**config.mk**
```make
export PLATFORM = sky130hd
export DESIGN_NAME = tcw_ctrl
export DESIGN_NICKNAME = d
export VERILOG_FILES = /design/src/hdl/tcw_pkg.sv /design/src/hdl/tcw_ctrl.sv
export VERILOG_INCLUDE_DIRS = /design/src /design/src/hdl
export SDC_FILE = /design/constraint.sdc
export NUM_CORES = 1
export LEC_CHECK = 0
export BUFFER_PORTS_ARGS = -buffer_cell sky130_fd_sc_hd__buf_2
export CORE_AREA = 5 5 42 44
export CTS_BUF_LIST = sky130_fd_sc_hd__clkbuf_8
export DETAILED_ROUTE_END_ITERATION = 10
export DIE_AREA = 0 0 47 49
export PLACE_DENSITY = 0.61
export SLEW_MARGIN = 20
export SYNTH_ARGS = -nofsm -noshare
export SYNTH_HDL_FRONTEND = slang
export SYNTH_SLANG_ARGS = --single-unit
```
**constraint.sdc**
```tcl
create_clock -name clk -period 1.73 [get_ports clk]
set_clock_uncertainty 0.05 [all_clocks]
set_input_delay 0.346 -clock clk [delete_from_list [all_inputs] [get_ports clk]]
set_output_delay 0.346 -clock clk [all_outputs]
set_load 0.02 [all_outputs]
```
**src/hdl/text_console_writer_assert.svh**
```systemverilog
// ---------------------------------------------------------------------------
// Assertion macros for the text console writer
// Implication checks, sampled on clk and disabled while rst_n is low.
// ---------------------------------------------------------------------------
`ifndef TEXT_CONSOLE_WRITER_ASSERT_SVH
`define TEXT_CONSOLE_WRITER_ASSERT_SVH

// Same-cycle implication
`define TCW_ASSERT_IMP(name, ante, cons) \
  name: assert property (@(posedge clk) disable iff (!rst_n) (ante) |-> (cons)) \
    else $error("text console writer: check failed");

// Next-cycle implication
`define TCW_ASSERT_NXT(name, ante, cons) \
  name: assert property (@(posedge clk) disable iff (!rst_n) (ante) |=> (cons)) \
    else $error("text console writer: check failed");

`endif

```
**src/hdl/tcw_pkg.sv**
```systemverilog
// ---------------------------------------------------------------------------
// Text console writer package
// Field widths, character codes, state and command types shared by the block.
// ---------------------------------------------------------------------------
package tcw_pkg;

  localparam int OP_W      = 2;
  localparam int CHAR_W    = 8;
  localparam int IDX_W     = 11;
  localparam int CELL_W    = 16;
  localparam int ATTR_W    = 8;
  localparam int COL_OUT_W = 7;
  localparam int ROW_OUT_W = 5;
  localparam int HIST_OUT_W = 7;

  localparam logic [CHAR_W-1:0] CH_BS    = 8'd8;
  localparam logic [CHAR_W-1:0] CH_TAB   = 8'd9;
  localparam logic [CHAR_W-1:0] CH_NL    = 8'd10;
  localparam logic [CHAR_W-1:0] CH_BLANK = 8'h20;

  localparam logic [ATTR_W-1:0] ATTR_RESET = 8'h0F;
  localparam logic [CELL_W-1:0] CELL_RESET = 16'h0F20;

  typedef enum logic [OP_W-1:0] {
    OP_PUT   = 2'd0,
    OP_CLEAR = 2'd1,
    OP_READ  = 2'd2
  } op_t;

  typedef enum logic [1:0] {
    SW_INIT,
    SW_CLEAR,
    SW_SCROLL
  } sweep_t;

  typedef enum logic [2:0] {
    ST_INIT,
    ST_IDLE,
    ST_EXEC,
    ST_SCROLL,
    ST_CLEAR,
    ST_EMIT
  } state_t;

  typedef struct packed {
    logic   take_in;
    logic   put;
    logic   clr_state;
    logic   rd_cell;
    logic   sweep_on;
    sweep_t sweep_kind;
    logic   load_out;
  } tcw_cmd_t;

  typedef struct packed {
    op_t  op;
    logic need_scroll;
    logic sweep_done;
    logic out_free;
  } tcw_sts_t;

endpackage

```
**src/hdl/tcw_ctrl.sv**
```systemverilog
// ---------------------------------------------------------------------------
// Text console writer controller
// Sequences input capture, execution, screen sweeps and result hand-off.
// ---------------------------------------------------------------------------
`include "text_console_writer_assert.svh"

module tcw_ctrl (
  input  logic              clk,
  input  logic              rst_n,
  input  logic              in_valid,
  output logic              in_ready,
  input  tcw_pkg::tcw_sts_t sts,
  output tcw_pkg::tcw_cmd_t cmd
);
  import tcw_pkg::*;

  state_t state_r, state_nxt;

  always_ff @(posedge clk) begin
    if (!rst_n) begin
      state_r <= ST_INIT;
    end else begin
      state_r <= state_nxt;
    end
  end

  always_comb begin
    state_nxt = state_r;
    unique case (state_r)
      ST_INIT: begin
        if (sts.sweep_done) state_nxt = ST_IDLE;
      end
      ST_IDLE: begin
        if (in_valid) state_nxt = ST_EXEC;
      end
      ST_EXEC: begin
        unique case (sts.op)
          OP_PUT: begin
            if (sts.need_scroll) state_nxt = ST_SCROLL;
            else if (sts.out_free) state_nxt = ST_IDLE;
            else state_nxt = ST_EMIT;
          end
          OP_CLEAR: state_nxt = ST_CLEAR;
          OP_READ:  state_nxt = ST_EMIT;
          default: begin
            if (sts.out_free) state_nxt = ST_IDLE;
            else state_nxt = ST_EMIT;
          end
        endcase
      end
      ST_SCROLL, ST_CLEAR: begin
        if (sts.sweep_done) state_nxt = ST_EMIT;
      end
      ST_EMIT: begin
        if (sts.out_free) state_nxt = ST_IDLE;
      end
      default: state_nxt = ST_INIT;
    endcase
  end

  always_comb begin
    cmd = '0;
    cmd.sweep_kind = SW_INIT;
    in_ready = 1'b0;
    unique case (state_r)
      ST_INIT: begin
        cmd.sweep_on = 1'b1;
      end
      ST_IDLE: begin
        in_ready    = 1'b1;
        cmd.take_in = in_valid;
      end
      ST_EXEC: begin
        unique case (sts.op)
          OP_PUT: begin
            cmd.put      = 1'b1;
            cmd.load_out = !sts.need_scroll && sts.out_free;
          end
          OP_CLEAR: cmd.clr_state = 1'b1;
          OP_READ:  cmd.rd_cell   = 1'b1;
          default:  cmd.load_out  = sts.out_free;
        endcase
      end
      ST_SCROLL: begin
        cmd.sweep_on   = 1'b1;
        cmd.sweep_kind = SW_SCROLL;
      end
      ST_CLEAR: begin
        cmd.sweep_on   = 1'b1;
        cmd.sweep_kind = SW_CLEAR;
      end
      ST_EMIT: begin
        cmd.load_out = sts.out_free;
      end
      default: cmd = '0;
    endcase
  end

  `TCW_ASSERT_IMP(a_load_into_free_slot, cmd.load_out, sts.out_free)
  `TCW_ASSERT_NXT(a_accept_goes_exec, in_valid && in_ready, state_r == ST_EXEC)
  `TCW_ASSERT_NXT(a_scroll_follows_wrap,
                  state_r == ST_EXEC && sts.op == OP_PUT && sts.need_scroll,
                  state_r == ST_SCROLL)

endmodule

```
==> results.md, run 1 <==
- Final WL: 935 um
- Max-Cap Viols: 0
- Gr usage total: 8.93%
- Final nets: 80
- GPL Wtd Cong: 0.666
- Clock slew at reported path FFs: 30 ps
- DP HPWL: 710 um
- Crit. End Element: output port
- CTS H-tree depth: 1
- Number of I/O pins: 17
- Mapped Area: 358 um^2
- Post-synth top area share: 16.8%
- Required @ worst endpoint: 1330 ps
- Finish-stage setup viols: 0
- Syn Area/Cell: 7.78 um^2
- Root Driver: clkbuf_8
- Worst Tran Pin Value: 254 ps
- Post-synthesis sequential area ratio: 16.8%
- Yosys reg bits: 3
- Share of layout cells above drive strength 1: 49.3%
- Relative max-transition margin: 82.9%
- Commonest cells after routing, fill and taps aside: 13 x buf_2, 6 x inv_1, 4 x ha_1
- CP cell instances: or3_4 -> inv_2 -> and2_4 -> buf_6
- CTS Sinks: 3
- First drt pass iteration count: 4
- CTS tree: yes
- Max IR drop VDD: 0.218 mV
- Post-CTS Hold Buffers: 0
- GRT overflow: 0
- Largest register by flop count: state_r
- Area growth syn-to-layout: 53.5%
- Status: finished clean
- Max Slew Vio Count: 0
- WL per Instance: 11.3 um
- Tcrit/Tclk final: 96.8%
- Crit path time final: 1670 ps
- Post-synthesis cell count: 46
- Netlist cell types: 26
- Largest registers: state_r x3
- Row count: 14
- Number of global-route vias before repair: 357
- Die Ht: 49 um
- ANT cells: 0
- Final antenna-violating net count: 0
- Die area: 2300 um^2
- Fmax: 0.597 GHz
- Final Power: 0.387 mW
- Most common cell after layout, fill and taps aside: buf_2
- Final hold viol count: 0
- Critical Path Fanout Max: 8
- Syn Nets: 58
- Leak pwr: 0.278 nW
- Vias: 404
- TritonCTS Buffers: 3
- Largest net degree at the start of global routing: 10
- DRC: 0
- Clock buffer depth: 2
- Clk_lat worst skew: 220 ps
- Initial Utilization: 25.5%
- Max incr delay on CP: 390 ps
- Worst hold path class: input port to register
- Setup CP Type: register to output port
- Die Wd: 47 um
- Slowest CP cell: or3_4
- Yosys warns: 0
- Min Hold Slack: 358 ps
- Power per cell area: 705 nW/um^2
- Vias per inst: 4.87
- Area of the core: 1400 um^2
- Top cells by area, synth: dfxtp_1 17%, ha_1 14%, inv_1 5.2%
- Antenna violations before repair: 0
- DR iter-0 viols: 3
- I/O Buffers: 16
- First-pass GRT wire length: 1.44 mm
- WP data arrival: 1280 ps
- Leading area contributor after synthesis: dfxtp_1
- Startpoint types: register
- Max reg flops: 3
-- cells by family (layout without fill, tap and decap cells) --
kind of cell | Yosys count | count (layout) | share of synthesized area, %
buffers and inverters | 8 | 29 | 10.5
adders and majority gates | 4 | 4 | 14.0
AOI/OAI and AO/OA | 12 | 12 | 22.4
muxes | 1 | 1 | 2.80
DFF | 3 | 3 | 16.8
and+or+nand+nor | 18 | 18 | 33.6
-- Yosys cell counts --
library cell  instances
nor3_1                1
o2111ai_1             1
a21oi_1               2
o21ai_0               1
nand2_1               2
inv_2                 2
ha_1                  4
or2b_1                1
a31oi_1               2
o21bai_1              1
or3_4                 1
buf_6                 1
and2_1                2
nor2b_1               3
o21ai_1               2
o21a_1                2
o221a_2               1
nor2_1                2
and2_4                1
dfxtp_1               3
inv_1                 5
nor3b_2               1
nand3_1               1
and2b_1               2
nor4b_1               1
mux2i_1               1
-- layer usage --
layer,track usage [%],part of all wire (%)
met5,0,0
met4,6.91,3.0
met3,4.43,12
met2,12.2,48
met1,10.1,37
-- area by class of cell --
class | instances | area, um^2
clock buffers | 3 | 41.3
repair buffers | 18 | 110
multi-input cells | 35 | 282
well taps | 16 | 20.0
clock inverters | 1 | 3.75
flip-flops and latches | 3 | 66.3
inverters | 7 | 26.3
fillers | 159 | 852
-- worst paths after layout --
path	start	end	slack, ps	cells after the start
setup / recovery	state_r[1]$_SDFFE_PN0P_	cmd[7]	60	4
setup reg to reg	state_r[0]$_SDFFE_PN0P_	state_r[2]$_SDFFE_PN0P_	450	5
hold / removal	rst_n	state_r[1]$_SDFFE_PN0P_	360	2
hold reg to reg	state_r[1]$_SDFFE_PN0P_	state_r[0]$_SDFFE_PN0P_	530	2
-- per-stage QoR --
step                      TNS [ps]  cells  utilization, %  setup slack [ps]  area (um^2)
after floorplan                  0     46               -              67.5          358
after global placement           0     78            32.4               102          454
after detailed placement         0     78            32.4              96.8          454
after CTS                        0     82            35.8              7.23          502
after global routing         -4.42     83            39.2             -4.42          549
final                            0     83            39.2              56.0          549
-- power by group --
part           leakage (nW)  internal, mW  switching, mW  total [mW]
Clock                0.0269         0.151         0.0466       0.198
Combinational         0.225        0.0524         0.0564       0.109
Sequential           0.0261        0.0743        0.00627      0.0806
Total                 0.278         0.278          0.109       0.387
-- repair_timing --
action,in CTS,in global routing
endpoints found under the setup margin,2,3
pin swaps,0,3
gates cloned,0,0
buffers inserted,0,1
gates resized for setup,2,12
-- worst max-delay path: cells and delay by family (launching register included) --
kind	cells	cell delay, ps
buf+inv	2	170
simple gates	2	540
flops	1	360
Power figures use the tool's default switching activity.
==> run 2: changes to the inputs <==
- CORE_AREA: 5 5 42 44 -> 4 4 41 43
- DIE_AREA: 0 0 47 49 -> 0 0 45 47
==> run 2 against run 1 <==
Effect of this change: via count is 6.7% lower; first-iteration DRC count is 130% higher; sequential power is 0.5% higher; cell count is 1.2% lower; critical endpoint unchanged.
==> results.md, run 2 (synthesized netlist as in run 1, its figures left out) <==
- Row count: 13 (was 14)
- Post-CTS Hold Buffers: 0 (unchanged)
- I/O Buffers: 16 (unchanged)
- Relative max-transition margin: 78.8% (was 82.9%)
- Crit path max-delay family: simple AND/OR/NAND/NOR gates (unchanged)
- Critical Path Fanout Max: 4 (was 8)
- Clk pwr share: 52.2% (was 51.1%)
- CTS Sinks: 3 (unchanged)
- Area growth syn-to-layout: 50.0% (was 53.5%)
- Switching Fraction: 28.2% (about the same)
- Vias: 377 (was 404)
- Required @ worst endpoint: 1330 ps (about the same)
- Commonest cells after routing, fill and taps aside: 13 x buf_2, 6 x inv_1, 4 x buf_4 (was 13 x buf_2, 6 x inv_1, 4 x ha_1)
- CP cell instances: inv_2 -> or3_4 -> inv_2 -> and2_4 -> buf_6 (was or3_4 -> inv_2 -> and2_4 -> buf_6)
- Antenna violations before repair: 0 (unchanged)
- Max incr delay on CP: 360 ps (was 390 ps)
- Reg power frac: 21.3% (was 20.8%)
- Final hold viol count: 0 (unchanged)
- Worst R2R Start: state_r[1]$_SDFFE_PN0P_ (was state_r[0]$_SDFFE_PN0P_)
- Die Wd: 45 um (was 47 um)
- Max reg flops: 3 (unchanged)
- Comb power frac: 26.5% (was 28.1%)
- Worst Hold Depth: 2 (unchanged)
- Top sig layer: met3 (was met4)
- Dpl ws: 82.2 ps (was 96.8 ps)
- Max Slew Vio Count: 0 (unchanged)
- Setup CP Type: register to output port (unchanged)
- Power per cell area: 708 nW/um^2 (was 705 nW/um^2)
- Slowest CP cell: dfxtp_4 (was or3_4)
- First drt pass iteration count: 3 (was 4)
- First-pass GRT wire length: 1.37 mm (was 1.44 mm)
- Die area: 2120 um^2 (was 2300 um^2)
- Fill cell count: 155 (was 159)
- DP HPWL: 690 um (was 710 um)
- Vias per inst: 4.60 (was 4.87)
- CTS tree: yes (unchanged)
- Largest registers: state_r x3 (unchanged)
- ANT cells: 0 (unchanged)
- Cell Int Power: 0.273 mW (was 0.278 mW)
- Met2 wire length: 395 um (was 446 um)
- Largest net degree at the start of global routing: 9 (was 10)
- Min Hold Slack: 341 ps (was 358 ps)
- Initial Utilization: 27.5% (was 25.5%)
- Tcrit/Tclk final: 96.7% (was 96.8%)
- CP dominant cell by count: inv_2
- Die Ht: 47 um (was 49 um)
- Largest register by flop count: state_r (unchanged)
- Leak pwr: 0.274 nW (was 0.278 nW)
- Hold Path Sink: state_r[1]$_SDFFE_PN0P_ (unchanged)
- WL per Instance: 11.0 um (was 11.3 um)
- Max IR drop VDD: 0.292 mV (was 0.218 mV)
- GRT overflow: 0 (unchanged)
- Finish-stage setup viols: 0 (unchanged)
- Clock buffer depth: 2 (unchanged)
- Final nets: 80 (unchanged)
- Bufs and invs on worst path: 3 (was 2)
- DR iter-0 viols: 7 (was 3)
- DRC: 0 (unchanged)
- Worst Tran Pin Value: 313 ps (was 254 ps)
- Crit path time final: 1670 ps (about the same)
- Worst hold path class: input port to register (unchanged)
- Worst r2r path cells: 4 (was 5)
- Number of global-route vias before repair: 338 (was 357)
- Final WL: 901 um (was 935 um)
- Hold Startpoint: rst_n (unchanged)
- Most common cell after layout, fill and taps aside: buf_2 (unchanged)
- Number of I/O pins: 17 (unchanged)
- Worst R2R End: state_r[2]$_SDFFE_PN0P_ (unchanged)
- Gr usage total: 9.31% (was 8.93%)
- Crit. End Element: output port (unchanged)
- Sequential Area: 68.8 um^2 (was 66.3 um^2)
- WP data arrival: 1280 ps (about the same)
- Placed Cells: 77 (was 78)
- Setup WS post-layout: 56.7 ps (was 56.0 ps)
- Non-filler cells in the finished layout: 82 (was 83)
- Switching Power: 0.107 mW (was 0.109 mW)
- Reg2reg setup slack: 460 ps (was 450 ps)
- GPL Wtd Cong: 0.729 (was 0.666)
- Share of layout cells above drive strength 1: 50.7% (was 49.3%)
- Multi-input gate area: 272 um^2 (was 282 um^2)
- Max-Cap Viols: 0 (unchanged)
- CTS H-tree depth: 1 (unchanged)
- Clock slew at reported path FFs: 30 ps (about the same)
- Root Driver: clkbuf_8 (unchanged)
- Area of the core: 1300 um^2 (was 1400 um^2)
- Routed length on met1: 413 um (was 349 um)
- Startpoint types: register (unchanged)
- Status: finished clean (unchanged)
- Final antenna-violating net count: 0 (unchanged)
- TritonCTS Buffers: 3 (unchanged)
- Fmax: 0.598 GHz (was 0.597 GHz)
- Levels on crit path: 5 (was 4)
- Clk_lat worst skew: 220 ps (about the same)
- Met3 wire length: 91 um (was 111 um)
[run 2: per-layer routing]
layer	global-route usage [%]	vias to the layer above
met2	12.7	15
met5	0	-
met4	5.26	0
li1	-	203
met1	11.8	159
met3	4.60	0
[run 2: worst reg2reg max path, cell delays in order (launching register included)]
cell and delay [ps]:
dfxtp_4 370, or2b_1 280, buf_4 150, o221a_2 220
o21ai_1 120
[run 2: layout make-up]
cell class | count | share of cell area (%)
Inverter | 7 | 4.90
Multi-Input combinational cell | 35 | 50.6
Clock buffer | 3 | 7.69
Tap cell | 15 | 3.50
Sequential cell | 3 | 12.8
Clock inverter | 1 | 0.699
Timing Repair Buffer | 18 | 19.8
[run 2: worst max path at each step]
stage,start,slack (ps),endpoint
5_1_grt,state_r[0]$_SDFFE_PN0P_,-0.4,cmd[7]
2_1_floorplan,state_r[1]$_SDFFE_PN0P_,70,cmd[3]
4_1_cts,state_r[0]$_SDFFE_PN0P_,0.08,cmd[7]
6_report,state_r[0]$_SDFFE_PN0P_,60,cmd[7]
3_3_place_gp,sts[3],90,cmd[0]
3_5_place_dp,sts[3],80,cmd[0]
[run 2: timing repair]
| action | in CTS | in global routing |
|---|---|---|
| setup buffers | 0 | 1 |
| endpoints found under the setup margin | 2 | 3 |
| resized for setup | 2 | 11 |
| pin swaps | 0 | 1 |
[run 2: power by group through the flow]
stage / registers [mW] / logic, mW / clock network, mW
CTS: 0.0819 / 0.0922 / 0.207
detailed placement: 0.0819 / 0.0914 / 0
finish: 0.0810 / 0.101 / 0.198
global placement: 0.0819 / 0.0916 / 0
floorplan: 0.0786 / 0.0668 / 0
global route: 0.0824 / 0.111 / 0.212
[run 2: stage by stage]
step | setup TNS [ps] | util [%] | instance area, um^2 | power, mW
final | 0 | 41.3 | 537 | 0.380
after global routing | -0.387 | 41.3 | 537 | 0.405
after CTS | 0 | 38.5 | 500 | 0.381
after detailed placement | 0 | 34.8 | 453 | 0.173
after global placement | 0 | 34.8 | 453 | 0.173
after floorplan | 0 | - | 358 | 0.145
==> run 3: changes to the inputs <==
- MAX_ROUTING_LAYER: unset -> met4
- clock period: 1.73 -> 1.77 ns (I/O delays scaled with it)
==> run 3 against run 2 <==
Effect of this change: first-iteration DRC count decreased by 100%; power down 1.2%; routed wire length fell by 4.3%; die area is the same; cell area fell by 1.9%; global-route usage up 0.31 points; worst hold slack worse by 4.7 ps; flip-flop and latch count stayed put; non-clock buffer count stayed put; critical path type unchanged.
==> results.md, run 3 (synthesized netlist as in run 1, its figures left out) <==
- Status: finished clean (unchanged)
- Levels on crit path: 5 (unchanged)
- Tcrit/Tclk final: 96.3%
- Initial Utilization: 27.5% (unchanged)
- Worst R2R Start: state_r[0]$_SDFFE_PN0P_ (was state_r[1]$_SDFFE_PN0P_)
- CTS tree: yes (unchanged)
- WP data arrival: 1300 ps (was 1280 ps)
- First drt pass iteration count: 1 (was 3)
- Worst Hold Depth: 2 (unchanged)
- Placed Cells: 77 (unchanged)
- Worst Setup SP: state_r[0]$_SDFFE_PN0P_ (unchanged)
- Max IR drop VDD: 0.160 mV (was 0.292 mV)
- Largest registers: state_r x3 (unchanged)
- Cell area after layout: 527 um^2 (was 537 um^2)
- Max reg flops: 3 (unchanged)
- Area growth syn-to-layout: 47.2% (was 50.0%)
- Antenna violations before repair: 0 (unchanged)
- DP HPWL: 718 um (was 690 um)
- Most common cell after layout, fill and taps aside: buf_2 (unchanged)
- Fill cell count: 146 (was 155)
- Clock slew at reported path FFs: 30 ps (about the same)
- Largest net degree at the start of global routing: 9 (unchanged)
- Clk_lat worst skew: 220 ps (about the same)
- Min Hold Slack: 336 ps (was 341 ps)
- Relative max-transition margin: 82.7% (was 78.8%)
- Final nets: 80 (unchanged)
- TNS Setup: 0 ps (unchanged)
- CP dominant cell by count: inv_2 (unchanged)
- Number of global-route vias before repair: 345 (was 338)
- CTS H-tree depth: 1 (unchanged)
- Post-Place Cell Area: 453 um^2 (unchanged)
- Die area: 2120 um^2 (unchanged)
- Root Driver: clkbuf_8 (unchanged)
- WL per Instance: 10.5 um (was 11.0 um)
- Fmax: 0.587 GHz
- Max Slew Vio Count: 0 (unchanged)
- Worst Tran Pin Value: 258 ps (was 313 ps)
- Vias: 379 (was 377)
- Die Ht: 47 um (unchanged)
- DRC: 0 (unchanged)
- Max incr delay on CP: 370 ps (was 360 ps)
- Post-CTS Hold Buffers: 0 (unchanged)
- Finish-stage setup viols: 0 (unchanged)
- Share of layout cells above drive strength 1: 46.3% (was 50.7%)
- Crit path time final: 1700 ps
- Final WL: 862 um (was 901 um)
- Final antenna-violating net count: 0 (unchanged)
- Largest register by flop count: state_r (unchanged)
- Die Wd: 45 um (unchanged)
- Number of I/O pins: 17 (unchanged)
- I/O Buffers: 16 (unchanged)
- Final hold viol count: 0 (unchanged)
- CTS Sinks: 3 (unchanged)
- Worst r2r path cells: 6 (was 4)
- Critical Path Fanout Max: 6 (was 4)
- Max-Cap Viols: 0 (unchanged)
- Unrepaired setup endpoints after global routing: no
- Clock buffer depth: 2 (unchanged)
- Worst hold path class: input port to register (unchanged)
- Crit. End Element: output port (unchanged)
- Row count: 13 (unchanged)
- GRT overflow: 0 (unchanged)
- TritonCTS Buffers: 3 (unchanged)
- Crit path max-delay family: simple AND/OR/NAND/NOR gates (unchanged)
- First-pass GRT wire length: 1.41 mm (was 1.37 mm)
- Vias per inst: 4.62 (was 4.60)
- Setup CP Type: register to output port (unchanged)
- GPL Wtd Cong: 0.745 (was 0.729)
- CP cell instances: inv_2 -> or3_4 -> inv_2 -> and2_4 -> buf_6 (unchanged)
- Startpoint types: register (unchanged)
- Leak pwr: 0.278 nW (was 0.274 nW)
- Slowest CP cell: dfxtp_4 (unchanged)
- Gr usage total: 9.62% (was 9.31%)
- Hold Startpoint: rst_n (unchanged)
- Area of the core: 1300 um^2 (unchanged)
- Required @ worst endpoint: 1370 ps (was 1330 ps)
- ANT cells: 0 (unchanged)
- Commonest cells after routing, fill and taps aside: 14 x buf_2, 6 x inv_1, 4 x ha_1 (was 13 x buf_2, 6 x inv_1, 4 x buf_4)
- Non-filler cells in the finished layout: 82 (unchanged)
- Power per cell area: 712 nW/um^2 (was 708 nW/um^2)
- DR iter-0 viols: 0 (was 7)
- Bufs and invs on worst path: 3 (unchanged)
==> run 3: routing by layer <==
| metal | GRT usage [%] | up-vias | part of all wire (%) |
|---|---|---|---|
| met2 | 13.0 | 15 | 41 |
| met5 | - | - | 0 |
| met4 | 7.02 | 0 | 2.9 |
| met3 | 1.15 | 2 | 7.9 |
| met1 | 12.9 | 163 | 48 |
| li1 | - | 199 | - |
==> run 3: where the power goes <==
| group | internal [mW] | total, mW | switching, mW | leakage (nW) |
|---|---|---|---|---|
| combinational | 0.0480 | 0.0968 | 0.0488 | 0.226 |
| clock | 0.148 | 0.197 | 0.0494 | 0.0269 |
| sequential | 0.0731 | 0.0811 | 0.00800 | 0.0256 |
| total | 0.269 | 0.375 | 0.106 | 0.278 |
==> run 3: final timing paths <==
kind	endpoint	slack [ps]
worst min-delay path	state_r[1]$_SDFFE_PN0P_	340
worst min register to register	state_r[0]$_SDFFE_PN0P_	560
worst max register to register	state_r[2]$_SDFFE_PN0P_	460
worst max-delay path	cmd[7]	70
==> run 3: metrics by stage <==
| step | utilization [%] | setup slack [ps] | total power [mW] |
|---|---|---|---|
| after floorplan | - | 99.5 | 0.142 |
| after global placement | 34.8 | 110 | 0.170 |
| after detailed placement | 34.8 | 99.5 | 0.170 |
| after CTS | 38.7 | 17.7 | 0.371 |
| after global routing | 40.5 | 11.8 | 0.398 |
| final | 40.5 | 65.5 | 0.375 |
==> run 3: cell type report <==
type / count / area, um^2 / share of cell area (%)
Clock buffer: 3 / 41.3 / 7.84
Clock inverter: 1 / 3.75 / 0.713
Inverter: 7 / 26.3 / 4.99
Multi-Input combinational cell: 35 / 268 / 50.8
Sequential cell: 3 / 65.1 / 12.4
Tap cell: 15 / 18.8 / 3.56
Timing Repair Buffer: 18 / 104 / 19.7
==> run 3: repair_timing <==
action / 4_1_cts / 5_1_grt
setup endpoints to repair: 2 / 3
resized for setup: 3 / 5
buffers inserted: 0 / 1
